`config.mk`:
```
export PLATFORM = sky130hd
export DESIGN_NAME = bfa_queue
export DESIGN_NICKNAME = d
export VERILOG_FILES = /design/src/hw/rtl/bfa_pkg.sv /design/src/hw/rtl/bfa_queue.sv
export SDC_FILE = /design/constraint.sdc
export NUM_CORES = 1
export LEC_CHECK = 0
export BUFFER_PORTS_ARGS = -buffer_cell sky130_fd_sc_hd__buf_2
export CAP_MARGIN = 20
export CORE_MARGIN = 2
export CORE_UTILIZATION = 52
export CTS_CLUSTER_DIAMETER = 40
export DETAILED_ROUTE_END_ITERATION = 12
export GPL_TIMING_DRIVEN = 0
export PLACE_DENSITY = 0.79
export SYNTH_ARGS = -nofsm -noshare
export SYNTH_HDL_FRONTEND = slang
export SYNTH_SLANG_ARGS = --single-unit
```
`constraint.sdc`:
```
create_clock -name i_clk -period 1.9 [get_ports i_clk]
set_input_delay 0.095 -clock i_clk [delete_from_list [all_inputs] [get_ports i_clk]]
set_output_delay 0.095 -clock i_clk [all_outputs]
set_load 0.02 [all_outputs]
```
`src/hw/rtl/bfa_pkg.sv`:
```
// ----------------------------------------------------------------
// Bitmap frame allocator package
// Shared constants, operation codes and control types.
// ----------------------------------------------------------------
package bfa_pkg;

    localparam int MAX_FRAMES_DEF = 4096;
    localparam int FRAME_SHIFT    = 12;
    localparam int WORD_BITS      = 32;
    localparam int RESET_MEM_KB   = 16384;
    localparam int RESET_RESERVED = 256;
    localparam int QUEUE_DEPTH    = 2;

    localparam int OP_W       = 2;
    localparam int ADDR_W     = 32;
    localparam int FADDR_W    = 24;
    localparam int COUNT_W    = 13;
    localparam int MEM_KB_W   = 15;
    localparam int RESV_W     = 13;
    localparam int CFG_IDX_W  = 1;
    localparam int CFG_DATA_W = 15;

    typedef enum logic [OP_W-1:0] {
        OP_ALLOC = 2'd0,
        OP_FREE  = 2'd1,
        OP_INIT  = 2'd2,
        OP_NOP   = 2'd3
    } t_op;

    typedef enum logic [CFG_IDX_W-1:0] {
        CFG_MEM_KB   = 1'b0,
        CFG_RESERVED = 1'b1
    } t_cfg_reg;

    typedef enum logic {
        ST_IDLE,
        ST_EXEC
    } t_state;

    typedef struct packed {
        t_op  op;
        logic oor;
    } t_ctl;

endpackage

```
`src/hw/rtl/bfa_queue.sv`:
```
// ----------------------------------------------------------------
// Bitmap frame allocator command queue
// Small FIFO between the front end and the execution unit.
// ----------------------------------------------------------------
module bfa_queue #(
    parameter int WIDTH = 8,
    parameter int DEPTH = bfa_pkg::QUEUE_DEPTH
) (
    input  logic             i_clk,
    input  logic             i_rst_n,
    input  logic             i_push,
    input  logic [WIDTH-1:0] i_data,
    input  logic             i_pop,
    output logic [WIDTH-1:0] o_data,
    output logic             o_empty,
    output logic             o_full
);
    import bfa_pkg::*;

    localparam int PW = (DEPTH > 1) ? $clog2(DEPTH) : 1;
    localparam int CW = $clog2(DEPTH + 1);

    logic [WIDTH-1:0] r_data [DEPTH];
    logic [PW-1:0]    r_wr_ptr, n_wr_ptr;
    logic [PW-1:0]    r_rd_ptr, n_rd_ptr;
    logic [CW-1:0]    r_count,  n_count;

    assign o_data  = r_data[r_rd_ptr];
    assign o_empty = (r_count == '0);
    assign o_full  = (r_count == CW'(DEPTH));

    always_comb begin
        n_wr_ptr = r_wr_ptr;
        n_rd_ptr = r_rd_ptr;
        n_count  = r_count;
        if (i_push) begin
            n_wr_ptr = (r_wr_ptr == PW'(DEPTH - 1)) ? '0 : r_wr_ptr + PW'(1);
        end
        if (i_pop) begin
            n_rd_ptr = (r_rd_ptr == PW'(DEPTH - 1)) ? '0 : r_rd_ptr + PW'(1);
        end
        if (i_push && !i_pop) begin
            n_count = r_count + CW'(1);
        end else if (i_pop && !i_push) begin
            n_count = r_count - CW'(1);
        end
    end

    always_ff @(posedge i_clk) begin
        if (!i_rst_n) begin
            r_wr_ptr <= '0;
            r_rd_ptr <= '0;
            r_count  <= '0;
        end else begin
            r_wr_ptr <= n_wr_ptr;
            r_rd_ptr <= n_rd_ptr;
            r_count  <= n_count;
        end
    end

    always_ff @(posedge i_clk) begin
        if (i_push) begin
            r_data[r_wr_ptr] <= i_data;
        end
    end

endmodule

```
==> metrics <==
EDFF count, synth=16; RSZ-0062 raised after global routing=false; vias per cell=4.927; largest net degree at the start of global routing=12; fin nets=94; Longest Clk Path Bufs=2; Synth Cell Area=794.5 um2; CTS tree=built; global-route wire length before repair=2.277 mm; DRT Pass-1 Iters=3; Seq cells post-synth=21; Place WS=551.2 ps; antenna-violating nets left=0; HPWL Detailed=990.6 um; postcts setup bufs=0; Starting DRT DRC Count=3; Seq/Total Area, Yosys=0.7307; clock group share of total power=0.225; Initial Util=0.5400; depth of the CTS H-tree=1; clk sinks=21; Worst IR Drop VDD=0.0006092 V; Core ar.=1471 um2; height of the die=43.09 um; Gate power share=0.176; vias in the first global route=530; WL/cell=14.75 um; asr flop ratio synth=0; final hold vios=0; Setup WS post-layout=450.4 ps; final setup TNS=0 ps; Hold Crit Class=in2reg; power share of the sequential group=0.599; clock period minus worst slack=1450 ps; power per cell area=877.8 nW/um2; initial antenna violation count=0; NetSw=0.2180 mW; layout cells sized above 1=0.4250; port bufs=21; dominant cell type by area after synthesis=edfxtp_1; syn avg cell area=16.90 um2; total gr overflow=0; Slew headroom=0.4869; Die X=43.09 um; type of the worst setup path=reg2out; Synth area leaders=edfxtp_1 (60%), dfxtp_1 (13%), mux2_2 (11%), and2_1 (3.1%), xor2_1 (2.2%); Tightest Pin Transition=768.0 ps; Clock Skews=7.006 ps; Power Internal=0.6826 mW; syn_nets=60; number of max-slew violations in the final report=0; Sw Share=0.2421; area share of the largest cell type after synthesis=0.6047; All-Layer GR Usage=0.1750; die footprint=1857 um2; WP data required=1800 ps; Setup Viol. Count Final=0; endpoint kind of the worst setup timing path=output port; Arr. time, crit path=1350 ps; Post-Place Cells=84; DRC Markers=0; startpoint types=register; # hold bufs at CTS=7; Max Fclk=689.8 MHz; Worst Path Max Fanout=8; library cells used by synthesis=16; clock slew at reported path FFs=110 ps; most frequently used flop master after synthesis=edfxtp_1; end point of the critical path=o_data[5]; fin crit share=0.7630; Pleak=0.4154 nW; RePlAce Congestion=0.6268; Rows=14; final wirelength=1.416 mm; total number of vias=473; hold_ws=61.37 ps; capture point of the worst reg-to-reg path=r_data[0][2]; total inserted antenna cells=0; total of max-cap violations=0; root buffer cell=clkbuf_4; area grow syn2layout=29.13%; FF-to-FF Start=r_wr_ptr; fin cells=96; CTS buffer count=3; R2R depth=1; synth warn=0; post-CTS sizing=0; Synth Instances=47; Clk Latency, worst-skew pair=290 ps; status=completed; final core occ=0.6973; most frequent cell after synthesis=edfxtp_1; Post-synth top cells=edfxtp_1 (16), mux2_2 (8), dfxtp_1 (5); R2R Setup Slk=590 ps; I/O Pins=22
==> critical path: stages (launching register included) <==
cell	delay, ps
dfxtp_1	330
buf_2	210
mux2_2	370
buf_2	160
==> metrics by stage <==
| step | instance area, um2 | total power, mW |
|---|---|---|
| 6_report | 1026 | 0.9006 |
| 5_1_grt | 1026 | 0.9448 |
| 4_1_cts | 1016 | 0.9099 |
| 3_5_place_dp | 919.6 | 0.6969 |
| 3_3_place_gp | 919.6 | 0.6867 |
| 2_1_floorplan | 794.5 | 0.6434 |
==> worst min-delay path by stage <==
stage | slack [ps] | cells after the start | end | from
final | 60 | 2 | r_count[0] | i_rst_n
after global routing | 60 | 2 | r_wr_ptr | i_rst_n
after CTS | 2 | 1 | r_data[0][2] | i_data[2]
after detailed placement | 290 | 1 | r_data[1][0] | i_data[0]
after global placement | 280 | 1 | r_data[0][6] | i_data[6]
after floorplan | 190 | 0 | r_data[0][0] | i_data[0]
==> registers in the layout, indices dropped and copies added (netlist names), named ones only <==
name / flops
r_data: 16
r_wr_ptr: 1
r_count: 2
r_rd_ptr: 1
==> power by group through the flow <==
stage / Combinational (mW) / Clock [mW] / Sequential [mW]
floorplan: 0.0984 / 0 / 0.545
global placement: 0.140 / 0 / 0.546
detailed placement: 0.147 / 0 / 0.550
CTS: 0.159 / 0.211 / 0.540
global route: 0.174 / 0.229 / 0.542
finish: 0.159 / 0.202 / 0.539
==> cell families after synthesis <==
family,after synthesis,share of synthesized area
AO/OA/AOI/OAI,3,0.02520
AND/OR/NAND/NOR,9,0.07086
buffers and inverters,2,0.01101
XOR/XNOR,3,0.03308
multiplexers,8,0.1134
flip-flops,21,0.7307
adder cells (fa/ha/maj),1,0.01575
==> layer usage <==
layer	track usage	up-vias	share of wire	wire, um
met3	0.03830	0	0.031	44
met5	0	-	0	0
li1	-	236	-	-
met2	0.3104	11	0.58	819
met1	0.2006	226	0.39	552
met4	0.07273	0	0	0
==> cell usage in the layout, fill, tap and decap left out, types with 2 or more instances in the layout <==
master / Yosys / final
mux2_2: 8 / 8
xor2_1: 2 / 2
buf_2: 1 / 22
and2_1: 4 / 4
dfxtp_1: 5 / 5
dlygate4sd3_1: 0 / 8
nor2b_1: 2 / 2
clkbuf_4: 0 / 3
edfxtp_1: 16 / 16
==> cell type report <==
type                       count  area [um2]
fill                         110       445.4
tap                           16       20.02
buffer                         1       5.005
multi-input combinational     24       205.2
inverter                       1       3.754
timing repair buffer          29       185.2
sequential                    21       580.6
clock buffer                   4       26.28
No activity file was read; power rests on OpenSTA's default activity.
